===== src/hw/rtl/cbq_pkg.sv =====
package cbq_pkg;

  localparam int STAGES_DEF    = 4;
  localparam int SETS_DEF      = 4;
  localparam int COEF_BITS_DEF = 24;

  localparam int SLOTS  = 5;
  localparam int DW     = 32;   // Q8.24 delay and data width
  localparam int ACC_W  = 36;   // room for x plus two shifted products
  localparam int STG_W  = 3;    // enough for up to eight stages
  localparam int STEP_W = 4;

  // step numbers inside one stage pass, set by the two-deep multiply pipe
  localparam logic [STEP_W-1:0] STEP_A1   = 4'd0;
  localparam logic [STEP_W-1:0] STEP_A2   = 4'd1;
  localparam logic [STEP_W-1:0] STEP_B0   = 4'd4;
  localparam logic [STEP_W-1:0] STEP_B1   = 4'd5;
  localparam logic [STEP_W-1:0] STEP_B2   = 4'd6;
  localparam logic [STEP_W-1:0] STEP_LAST = 4'd8;

  // output mapping: floor((9*y + 2048*81920) / 81920), 81920 = 5 * 2^14
  localparam int                      OUT_W       = 38;
  localparam logic signed [OUT_W-1:0] OUT_OFFSET  = 38'sd167772160;
  localparam logic signed [OUT_W-1:0] OUT_LIMIT   = 38'sd335544320;
  localparam int                      OUT_SHIFT   = 14;
  localparam int                      Q_W         = 15;
  localparam logic [Q_W-1:0]          Q_MAX       = 15'd20475;
  localparam int                      RECIP_W     = 16;
  localparam logic [RECIP_W-1:0]      RECIP       = 16'd52429;
  localparam int                      RECIP_SHIFT = 18;
  localparam int                      CODE_W      = 12;

  typedef enum logic [1:0] {
    OP_SAMPLE  = 2'd0,
    OP_COEF_WR = 2'd1,
    OP_NEXT    = 2'd2,
    OP_PREV    = 2'd3
  } op_t;

  typedef enum logic [2:0] {
    SLOT_B0 = 3'd0,
    SLOT_B1 = 3'd1,
    SLOT_B2 = 3'd2,
    SLOT_A1 = 3'd3,
    SLOT_A2 = 3'd4
  } slot_t;

  typedef enum logic [2:0] {
    ST_IDLE,
    ST_RUN,
    ST_FIN,
    ST_QUANT,
    ST_HOLD
  } state_t;

  typedef struct packed {
    logic             take_sample;
    logic             coef_wr;
    logic             sel_next;
    logic             sel_prev;
    logic             issue;
    slot_t            slot;
    logic [STG_W-1:0] stage;
    logic             latch_w;
    logic             latch_y;
    logic [STG_W-1:0] y_stage;
    logic             calc_q;
    logic             out_load;
    logic             out_byp;
  } cmd_t;

  typedef struct packed {
    logic bypass;
  } status_t;

  function automatic logic signed [DW-1:0] sat32(input logic signed [ACC_W-1:0] v);
    logic hi_same;
    logic lo_same;
    hi_same = &v[ACC_W-1:DW-1];
    lo_same = ~|v[ACC_W-1:DW-1];
    if (hi_same || lo_same) begin
      sat32 = v[DW-1:0];
    end else begin
      sat32 = {v[ACC_W-1], {(DW-1){~v[ACC_W-1]}}};
    end
  endfunction

endpackage


===== src/hw/rtl/cbq_ctrl.sv =====
module cbq_ctrl #(
  parameter int STAGES = cbq_pkg::STAGES_DEF
) (
  input  logic              clk,
  input  logic              rst,
  input  logic              in_valid,
  output logic              in_ready,
  input  logic [1:0]        op,
  output logic              out_valid,
  input  logic              out_ready,
  input  cbq_pkg::status_t  status,
  output cbq_pkg::cmd_t     cmd
);

  localparam int SW = (STAGES > 1) ? $clog2(STAGES) : 1;
  localparam logic [SW-1:0] STG_LAST = SW'(STAGES - 1);

  cbq_pkg::state_t state;
  cbq_pkg::state_t state_next;
  logic [cbq_pkg::STEP_W-1:0] cnt;
  logic [SW-1:0] stg;
  logic byp;
  logic out_free;

  assign out_free = !out_valid || out_ready;

  // next state
  always_comb begin
    state_next = state;
    case (state)
      cbq_pkg::ST_IDLE: begin
        if (in_valid && op == cbq_pkg::OP_SAMPLE) begin
          state_next = status.bypass ? cbq_pkg::ST_HOLD : cbq_pkg::ST_RUN;
        end
      end
      cbq_pkg::ST_RUN: begin
        if (cnt == cbq_pkg::STEP_LAST && stg == STG_LAST) begin
          state_next = cbq_pkg::ST_FIN;
        end
      end
      cbq_pkg::ST_FIN: state_next = cbq_pkg::ST_QUANT;
      cbq_pkg::ST_QUANT: state_next = cbq_pkg::ST_HOLD;
      cbq_pkg::ST_HOLD: begin
        if (out_free) begin
          state_next = cbq_pkg::ST_IDLE;
        end
      end
      default: state_next = cbq_pkg::ST_IDLE;
    endcase
  end

  // commands
  always_comb begin
    cmd = '0;
    in_ready = 1'b0;
    case (state)
      cbq_pkg::ST_IDLE: begin
        in_ready = 1'b1;
        if (in_valid) begin
          case (op)
            cbq_pkg::OP_SAMPLE:  cmd.take_sample = 1'b1;
            cbq_pkg::OP_COEF_WR: cmd.coef_wr = 1'b1;
            cbq_pkg::OP_NEXT:    cmd.sel_next = 1'b1;
            cbq_pkg::OP_PREV:    cmd.sel_prev = 1'b1;
            default: ;
          endcase
        end
      end
      cbq_pkg::ST_RUN: begin
        cmd.stage = cbq_pkg::STG_W'(stg);
        case (cnt)
          cbq_pkg::STEP_A1: begin
            cmd.issue = 1'b1;
            cmd.slot  = cbq_pkg::SLOT_A1;
          end
          cbq_pkg::STEP_A2: begin
            cmd.issue = 1'b1;
            cmd.slot  = cbq_pkg::SLOT_A2;
          end
          cbq_pkg::STEP_B0: begin
            cmd.issue   = 1'b1;
            cmd.slot    = cbq_pkg::SLOT_B0;
            cmd.latch_w = 1'b1;
          end
          cbq_pkg::STEP_B1: begin
            cmd.issue = 1'b1;
            cmd.slot  = cbq_pkg::SLOT_B1;
          end
          cbq_pkg::STEP_B2: begin
            cmd.issue = 1'b1;
            cmd.slot  = cbq_pkg::SLOT_B2;
          end
          default: ;
        endcase
        // previous stage output lands while this stage starts
        if (cnt == cbq_pkg::STEP_A1 && stg != '0) begin
          cmd.latch_y = 1'b1;
          cmd.y_stage = cbq_pkg::STG_W'(stg - SW'(1));
        end
      end
      cbq_pkg::ST_FIN: begin
        cmd.latch_y = 1'b1;
        cmd.y_stage = cbq_pkg::STG_W'(STG_LAST);
      end
      cbq_pkg::ST_QUANT: cmd.calc_q = 1'b1;
      cbq_pkg::ST_HOLD: begin
        if (out_free) begin
          cmd.out_load = 1'b1;
          cmd.out_byp  = byp;
        end
      end
      default: ;
    endcase
  end

  always_ff @(posedge clk) begin
    if (rst) begin
      state     <= cbq_pkg::ST_IDLE;
      cnt       <= '0;
      stg       <= '0;
      byp       <= 1'b0;
      out_valid <= 1'b0;
    end else begin
      state <= state_next;
      if (state == cbq_pkg::ST_IDLE) begin
        cnt <= '0;
        stg <= '0;
        if (cmd.take_sample) begin
          byp <= status.bypass;
        end
      end else if (state == cbq_pkg::ST_RUN) begin
        if (cnt == cbq_pkg::STEP_LAST) begin
          cnt <= '0;
          if (stg != STG_LAST) begin
            stg <= stg + SW'(1);
          end
        end else begin
          cnt <= cnt + cbq_pkg::STEP_W'(1);
        end
      end
      if (cmd.out_load) begin
        out_valid <= 1'b1;
      end else if (out_ready) begin
        out_valid <= 1'b0;
      end
    end
  end

  a_load_free: assert property (@(posedge clk) disable iff (rst)
    cmd.out_load |-> out_free)
    else $error("output register loaded while a result is pending");

  a_run_start: assert property (@(posedge clk) disable iff (rst)
    (state == cbq_pkg::ST_IDLE && in_valid && op == cbq_pkg::OP_SAMPLE && !status.bypass)
    |=> (state == cbq_pkg::ST_RUN && cnt == '0 && stg == '0))
    else $error("filter pass did not start at the first stage");

  a_latch_apart: assert property (@(posedge clk) disable iff (rst)
    !(cmd.latch_w && cmd.latch_y))
    else $error("w and y latched in the same cycle");

  a_run_end: assert property (@(posedge clk) disable iff (rst)
    (state == cbq_pkg::ST_RUN && cnt == cbq_pkg::STEP_LAST && stg == STG_LAST)
    |=> state == cbq_pkg::ST_FIN)
    else $error("cascade did not finish after the last stage");

endmodule


===== src/hw/rtl/cbq_datapath.sv =====
module cbq_datapath #(
  parameter int STAGES    = cbq_pkg::STAGES_DEF,
  parameter int SETS      = cbq_pkg::SETS_DEF,
  parameter int COEF_BITS = cbq_pkg::COEF_BITS_DEF
) (
  input  logic                clk,
  input  logic                rst,
  input  cbq_pkg::cmd_t       cmd,
  output cbq_pkg::status_t    status,
  input  logic [11:0]         sample,
  input  logic [1:0]          coef_set,
  input  logic [2:0]          coef_stage,
  input  logic [2:0]          coef_slot,
  input  logic signed [23:0]  coef_value,
  output logic [11:0]         out_code
);

  localparam int SW    = (STAGES > 1) ? $clog2(STAGES) : 1;
  localparam int CW    = $clog2(SETS + 1);
  localparam int DEPTH = SETS * STAGES * cbq_pkg::SLOTS;
  localparam int AW    = $clog2(DEPTH);
  localparam int FRAC  = COEF_BITS - 2;
  localparam int PW    = COEF_BITS + cbq_pkg::DW;
  localparam int MW    = cbq_pkg::Q_W + cbq_pkg::RECIP_W;

  logic signed [COEF_BITS-1:0] coef_mem [DEPTH];
  logic signed [COEF_BITS-1:0] coef_q;

  logic signed [cbq_pkg::DW-1:0] d1 [STAGES];
  logic signed [cbq_pkg::DW-1:0] d2 [STAGES];
  logic signed [cbq_pkg::DW-1:0] d1_hold;
  logic signed [cbq_pkg::DW-1:0] w;
  logic signed [cbq_pkg::DW-1:0] x;
  logic signed [cbq_pkg::DW-1:0] opnd;
  logic signed [cbq_pkg::ACC_W-1:0] acc;
  logic signed [cbq_pkg::ACC_W-1:0] sh;
  logic signed [cbq_pkg::ACC_W-1:0] x_ext;
  logic signed [PW-1:0] prod;

  logic [CW-1:0] choice;
  logic [11:0]   sample_q;
  logic signed [11:0] ctr;

  logic          p1_valid;
  cbq_pkg::slot_t p1_slot;
  logic [SW-1:0] p1_stage;
  logic          p2_valid;
  cbq_pkg::slot_t p2_slot;

  logic [AW-1:0] rd_addr;
  logic [AW-1:0] wr_addr;
  logic          wr_ok;
  logic [SW-1:0] ys;

  logic signed [cbq_pkg::OUT_W-1:0] v;
  logic [cbq_pkg::Q_W-1:0] q;
  logic [MW-1:0] qm;

  assign status.bypass = (choice == '0);

  assign rd_addr = AW'((int'(choice) - 1) * (STAGES * cbq_pkg::SLOTS)
                       + int'(cmd.stage) * cbq_pkg::SLOTS + int'(cmd.slot));
  assign wr_addr = AW'((int'(coef_set) * STAGES + int'(coef_stage)) * cbq_pkg::SLOTS
                       + int'(coef_slot));
  assign wr_ok   = (int'(coef_set) < SETS) && (int'(coef_stage) < STAGES)
                   && (int'(coef_slot) < cbq_pkg::SLOTS);
  assign ys      = cmd.y_stage[SW-1:0];

  // coefficient store
  always_ff @(posedge clk) begin
    if (cmd.coef_wr && wr_ok) begin
      coef_mem[wr_addr] <= COEF_BITS'(coef_value);
    end
    if (cmd.issue) begin
      coef_q <= coef_mem[rd_addr];
    end
  end

  // filter selection
  always_ff @(posedge clk) begin
    if (rst) begin
      choice <= '0;
    end else if (cmd.sel_next) begin
      choice <= (choice == CW'(SETS)) ? '0 : choice + CW'(1);
    end else if (cmd.sel_prev) begin
      choice <= (choice == '0) ? CW'(SETS) : choice - CW'(1);
    end
  end

  // multiply pipe: coefficient read, product, accumulate
  always_ff @(posedge clk) begin
    if (rst) begin
      p1_valid <= 1'b0;
      p2_valid <= 1'b0;
    end else begin
      p1_valid <= cmd.issue;
      p2_valid <= p1_valid;
    end
  end

  always_comb begin
    case (p1_slot)
      cbq_pkg::SLOT_B0: opnd = w;
      cbq_pkg::SLOT_A1, cbq_pkg::SLOT_B1: opnd = d1[p1_stage];
      default: opnd = d2[p1_stage];
    endcase
  end

  assign sh    = cbq_pkg::ACC_W'(prod >>> FRAC);
  assign x_ext = cbq_pkg::ACC_W'(x);

  always_ff @(posedge clk) begin
    p1_slot  <= cmd.slot;
    p1_stage <= cmd.stage[SW-1:0];
    p2_slot  <= p1_slot;
    if (p1_valid) begin
      prod <= coef_q * opnd;
      if (p1_slot == cbq_pkg::SLOT_A1) begin
        d1_hold <= opnd;
      end
    end
    if (p2_valid) begin
      case (p2_slot)
        cbq_pkg::SLOT_A1: acc <= x_ext - sh;
        cbq_pkg::SLOT_A2: acc <= acc - sh;
        cbq_pkg::SLOT_B0: acc <= sh;
        cbq_pkg::SLOT_B1, cbq_pkg::SLOT_B2: acc <= acc + sh;
        default: acc <= acc;
      endcase
    end
    if (cmd.latch_w) begin
      w <= cbq_pkg::sat32(acc);
    end
  end

  // centered input in Q8.24: (sample - 2048) * 2^13
  assign ctr = {~sample[11], sample[10:0]};

  always_ff @(posedge clk) begin
    if (cmd.take_sample) begin
      x        <= {{7{ctr[11]}}, ctr, 13'b0};
      sample_q <= sample;
    end else if (cmd.latch_y) begin
      x <= cbq_pkg::sat32(acc);
    end
  end

  // delay line
  always_ff @(posedge clk) begin
    if (rst || cmd.sel_next || cmd.sel_prev) begin
      for (int i = 0; i < STAGES; i++) begin
        d1[i] <= '0;
        d2[i] <= '0;
      end
    end else if (cmd.latch_y) begin
      d2[ys] <= d1_hold;
      d1[ys] <= w;
    end
  end

  // output mapping, divide by 5 through a reciprocal
  assign v  = (cbq_pkg::OUT_W'(x) <<< 3) + cbq_pkg::OUT_W'(x) + cbq_pkg::OUT_OFFSET;
  assign qm = q * cbq_pkg::RECIP;

  always_ff @(posedge clk) begin
    if (cmd.calc_q) begin
      if (v < 0) begin
        q <= '0;
      end else if (v >= cbq_pkg::OUT_LIMIT) begin
        q <= cbq_pkg::Q_MAX;
      end else begin
        q <= cbq_pkg::Q_W'(v >>> cbq_pkg::OUT_SHIFT);
      end
    end
    if (cmd.out_load) begin
      out_code <= cmd.out_byp ? sample_q : qm[cbq_pkg::RECIP_SHIFT +: cbq_pkg::CODE_W];
    end
  end

endmodule


===== src/hw/rtl/cascaded_biquad_iir_filter_unit.sv =====
// Cascaded direct-form-II biquad filter for 12-bit converter codes.
// Input channel (in_valid/in_ready) carries one request per item: op selects
// a sample, a coefficient write (coef_set, coef_stage, coef_slot, coef_value
// in Q2.22) or a step to the next or previous coefficient set.
// Output channel (out_valid/out_ready) returns out_code, one per sample.
// Coefficient writes and set steps finish in the cycle they are accepted and
// give no result; a set step also clears all delay values.
// With set 0 selected the sample is passed through the hold state into the
// output register, and the next request is taken in the cycle out_valid rises.
// Filtered samples run the stages one after another on a single multiplier,
// then the finish and quantize steps and the hold state, and the block takes
// the next request in the same cycle as out_valid rises.
// A request is taken while the previous result is still waiting; if the
// receiver stalls, a finished sample waits in the last step until the output
// register frees up, and in_ready stays low meanwhile.
// Reset selects set 0 and clears the delay values and out_valid; the
// coefficient store is undefined until written.
module cascaded_biquad_iir_filter_unit #(
  parameter int STAGES    = cbq_pkg::STAGES_DEF,
  parameter int SETS      = cbq_pkg::SETS_DEF,
  parameter int COEF_BITS = cbq_pkg::COEF_BITS_DEF
) (
  input  logic               clk,
  input  logic               rst,
  input  logic               in_valid,
  output logic               in_ready,
  input  logic [1:0]         op,
  input  logic [11:0]        sample,
  input  logic [1:0]         coef_set,
  input  logic [2:0]         coef_stage,
  input  logic [2:0]         coef_slot,
  input  logic signed [23:0] coef_value,
  output logic               out_valid,
  input  logic               out_ready,
  output logic [11:0]        out_code
);

  cbq_pkg::cmd_t    cmd;
  cbq_pkg::status_t status;

  cbq_ctrl #(
    .STAGES (STAGES)
  ) u_ctrl (
    .clk       (clk),
    .rst       (rst),
    .in_valid  (in_valid),
    .in_ready  (in_ready),
    .op        (op),
    .out_valid (out_valid),
    .out_ready (out_ready),
    .status    (status),
    .cmd       (cmd)
  );

  cbq_datapath #(
    .STAGES    (STAGES),
    .SETS      (SETS),
    .COEF_BITS (COEF_BITS)
  ) u_datapath (
    .clk        (clk),
    .rst        (rst),
    .cmd        (cmd),
    .status     (status),
    .sample     (sample),
    .coef_set   (coef_set),
    .coef_stage (coef_stage),
    .coef_slot  (coef_slot),
    .coef_value (coef_value),
    .out_code   (out_code)
  );

endmodule

===== config.mk =====
export PLATFORM = sky130hd
export DESIGN_NAME = cascaded_biquad_iir_filter_unit
export DESIGN_NICKNAME = d
export VERILOG_FILES = /design/src/hw/rtl/cbq_pkg.sv /design/src/hw/rtl/cbq_ctrl.sv /design/src/hw/rtl/cbq_datapath.sv /design/src/hw/rtl/cascaded_biquad_iir_filter_unit.sv
export SDC_FILE = /design/constraint.sdc
export NUM_CORES = 2
export LEC_CHECK = 0
export CORE_MARGIN = 2
export CORE_UTILIZATION = 65
export DETAILED_ROUTE_END_ITERATION = 7
export DONT_BUFFER_PORTS = 1
export PLACE_DENSITY = 0.81
export SLEW_MARGIN = 20
export SYNTH_ARGS = -nofsm -noshare
export SYNTH_HDL_FRONTEND = slang
export SYNTH_SLANG_ARGS = --single-unit

===== constraint.sdc =====
create_clock -name clk -period 11.5 [get_ports clk]
set_input_delay 2.3 -clock clk [delete_from_list [all_inputs] [get_ports clk]]
set_output_delay 2.3 -clock clk [all_outputs]
set_load 0.1 [all_outputs]

==> out/qor.csv <==
stage,metric,value,unit
worst_setup_path,critPathMaxFanout,42,
timing,skew,0.1069,ns
global_route,grt_max_degree,125,
cts,cts_sinks,2429,
status,outcome,finished with violations,
floorplanning,initial_core_util,65.27,%
timing,hold_violations,0,
floorplanning,die_area,0.2037,sq mm
worst_hold_path,min_path_type,reg -> reg,
worst_setup_path,path_common_cell,fa_1,
worst_setup_path,worstPathRequired,12.13,ns
routing,via_per_inst,6.883,
routing,drtIter0Drc,10940,
run,cap_violations,0,
finish,fillerInstances,11690,
cts,numCtsBuffers,227,
routing,drc,4,
timing,setup_viol,0,
finish,final_area,0.1415,sq mm
timing,relSlewSlack,19.86,%
worst_setup_path,path_class,reg -> reg,
cts,cts_tree,built,
global_route,grt_pass1_wl,545.0,mm
worst_setup_path,critPathArrivalTime,10.62,ns
floorplanning,num_rows,164,
synthesis,synth_ff_type,edfxtp_1,
placement,dp_hpwl,214.2,mm
timing,fmax,100.1,MHz
synthesis,yosysSeqAreaShare,55.80,%
placement,placed_area,0.1340,sq mm
timing,worstMarginPinSlew,1.169,ns
routing,drtAntennaViolNets,0,
status,violations,design-rule violations,
finish,area_growth,8.841,%
floorplanning,pin_count,64,
routing,drt_wl_total,375.1,mm
synthesis,ys_warn_count,0,
synthesis,synth.area.top_cells,"edfxtp_1 55%, fa_1 13%, mux4_2 11%, ha_1 3.8%, and2_1 3.0%",
global_route,grt_pass1_vias,79720,
worst_setup_path,crit_path_start_kind,register,
synthesis,syn_area,0.1300,sq mm
floorplanning,coreArea,0.1992,sq mm
routing,firstDrtPassIters,8,
routing,routedWlPerCell,33.36,um
global_route,gr-total-overflow,0,
synthesis,synth_cell_types,85,
floorplanning,die_width,451.3,um
worst_setup_path,cp-end-kind,register,
synthesis,async_reset_ff_share,0,%
synthesis,synth_commonest_cells,"2,392 x edfxtp_1, 987 x inv_1, 848 x fa_1",
cts,clockRootBuffer,clkbuf_16,
worst_setup_path,rr_worst_depth,29,
cts,clock_latency,0.96,ns
worst_setup_path,rrSetupSlack,1.51,ns
worst_setup_path,crit_slowest_cell,dfxtp_4,
synthesis,syn_inst,8345,
cts,post_cts_buffers,0,
synthesis,yosysTopAreaCellShare,55.23,%
synthesis,syn_nets,9633,
finish,final_nets,9667,
cts,htree_levels,4,
global_route,antenna_found_initial,27,
synthesis,syn_area_per_cell,15.58,sq um
timing,grt_setup_unrepaired,no,
worst_setup_path,crit_end,u_datapath.prod[52],
timing,fin_setup_tns,0,ns
cts,cts_hold_buffers,0,
timing,post-route-period-util,86.88,%
floorplanning,fp.dieH,451.3,um
worst_setup_path,reg2reg_to,u_datapath.prod[52],
synthesis,ys_seq_elements,2429,
placement,io_buffers,0,
timing,final_max_slew_viol_count,0,
synthesis,yosysMostFrequentCell,edfxtp_1,
finish,drive_gt1_share,15.98,%
timing,period_minus_slack,9.991,ns
timing,holdWs,0.5162,ns
worst_setup_path,cpPeakStageDelay,0.93,ns
cts,cts_resized,0,
placement,gp_congestion,0.9287,
global_route,track_usage,37.40,%
synthesis,synth_top_area_cell,edfxtp_1,
synthesis,synth_edf_count,2392,
cts,clkSlewWorstSetupHoldPaths,0.06,ns
cts,clk_path_buf_depth,3,
routing,routed-via-count,77380,
==> how the worst min path moves through the flow <==
stage | to | from | cells after the start
global placement | u_ctrl.byp | u_ctrl.byp | 2
finish | u_ctrl.byp | u_ctrl.byp | 2
floorplan | u_datapath.p2_slot[0] | u_datapath.p1_slot[0] | 0
CTS | u_ctrl.cnt[1] | u_ctrl.cnt[1] | 2
detailed placement | u_ctrl.cnt[1] | u_ctrl.cnt[1] | 2
global route | u_datapath.p2_slot[1] | u_datapath.p1_slot[1] | 0
==> metal layers <==
layer / part of all wire, % / global-route usage (%) / vias up / routed length, um
met5: 0.054 / 0.2367 / - / 203
met4: 8.1 / 24.22 / 26 / 30440
met3: 11 / 9.170 / 1577 / 41160
met2: 49 / 60.91 / 6244 / 182900
met1: 32 / 44.90 / 39380 / 120400
li1: - / - / 30160 / -
==> logic make-up after synthesis <==
group                      count (synthesis)  synth area share (%)
DFF                                     2429                 55.80
and+or+nand+nor                         1656                 6.532
buffers and inverters                   1373                 3.993
adders and majority gates               1238                 16.81
AOI/OAI and AO/OA                        744                 3.685
muxes                                    721                 11.94
xor gates and xnor gates                 184                 1.239
==> state kept, by name, indices dropped and copies added, names as in the netlist, 12 cells and up, named ones only <==
signal,count
u_datapath.acc,36
u_datapath.coef_mem,1920
u_datapath.coef_q,24
u_datapath.d1,128
u_datapath.d1_hold,32
u_datapath.d2,128
u_datapath.out_code,12
u_datapath.prod,34
u_datapath.q,15
u_datapath.sample_q,12
u_datapath.w,32
u_datapath.x,32
==> critical path: cells and delay by family (launching register included) <==
| kind | cells | cell delay, ns |
|---|---|---|
| adders and majority gates | 8 | 3.78 |
| and+or+nand+nor | 4 | 0.59 |
| AOI/OAI and AO/OA | 9 | 2.78 |
| buffers and inverters | 6 | 0.93 |
| xor gates and xnor gates | 1 | 0.09 |
| muxes | 1 | 0.54 |
| DFF | 1 | 0.93 |
==> metrics by stage <==
stage	cells	setup slack, ns	util [%]
after floorplan	8345	2.659	-
after global placement	10800	1.505	67.22
after detailed placement	10800	1.418	67.23
after CTS	11220	1.365	70.96
after global routing	11240	1.010	71.03
final	11240	1.509	71.04
==> cell type report <==
cell class              instances  area [sq um]  area share [%]
flip-flops and latches       2429         72580           51.27
multi-input cells            4543         52880           37.36
clock buffers                 284          5904           4.171
inverters                     987          3705           2.617
well taps                    2656          3323           2.348
repair buffers                191          1587           1.121
clock inverters               135          1528           1.079
diodes                         17         42.54         0.03005
==> layout by cell type (no fill, tap or decap), drive strengths merged, types with 74 or more instances in the layout <==
cell type | Yosys | routed
edfxtp | 2392 | 2392
inv | 987 | 992
fa | 848 | 848
mux4 | 662 | 662
and2 | 626 | 626
nand2 | 544 | 544
ha | 390 | 390
clkbuf | 312 | 284
a21oi | 212 | 212
nor2 | 198 | 198
buf | 74 | 191
o21ai | 167 | 167
xnor2 | 127 | 127
clkinv | 0 | 102
a21o | 92 | 92
nor2b | 74 | 74
Power is left out: the tool's default activity adds up to more than one toggle a clock period on the data nets, which glitch-free logic cannot reach.
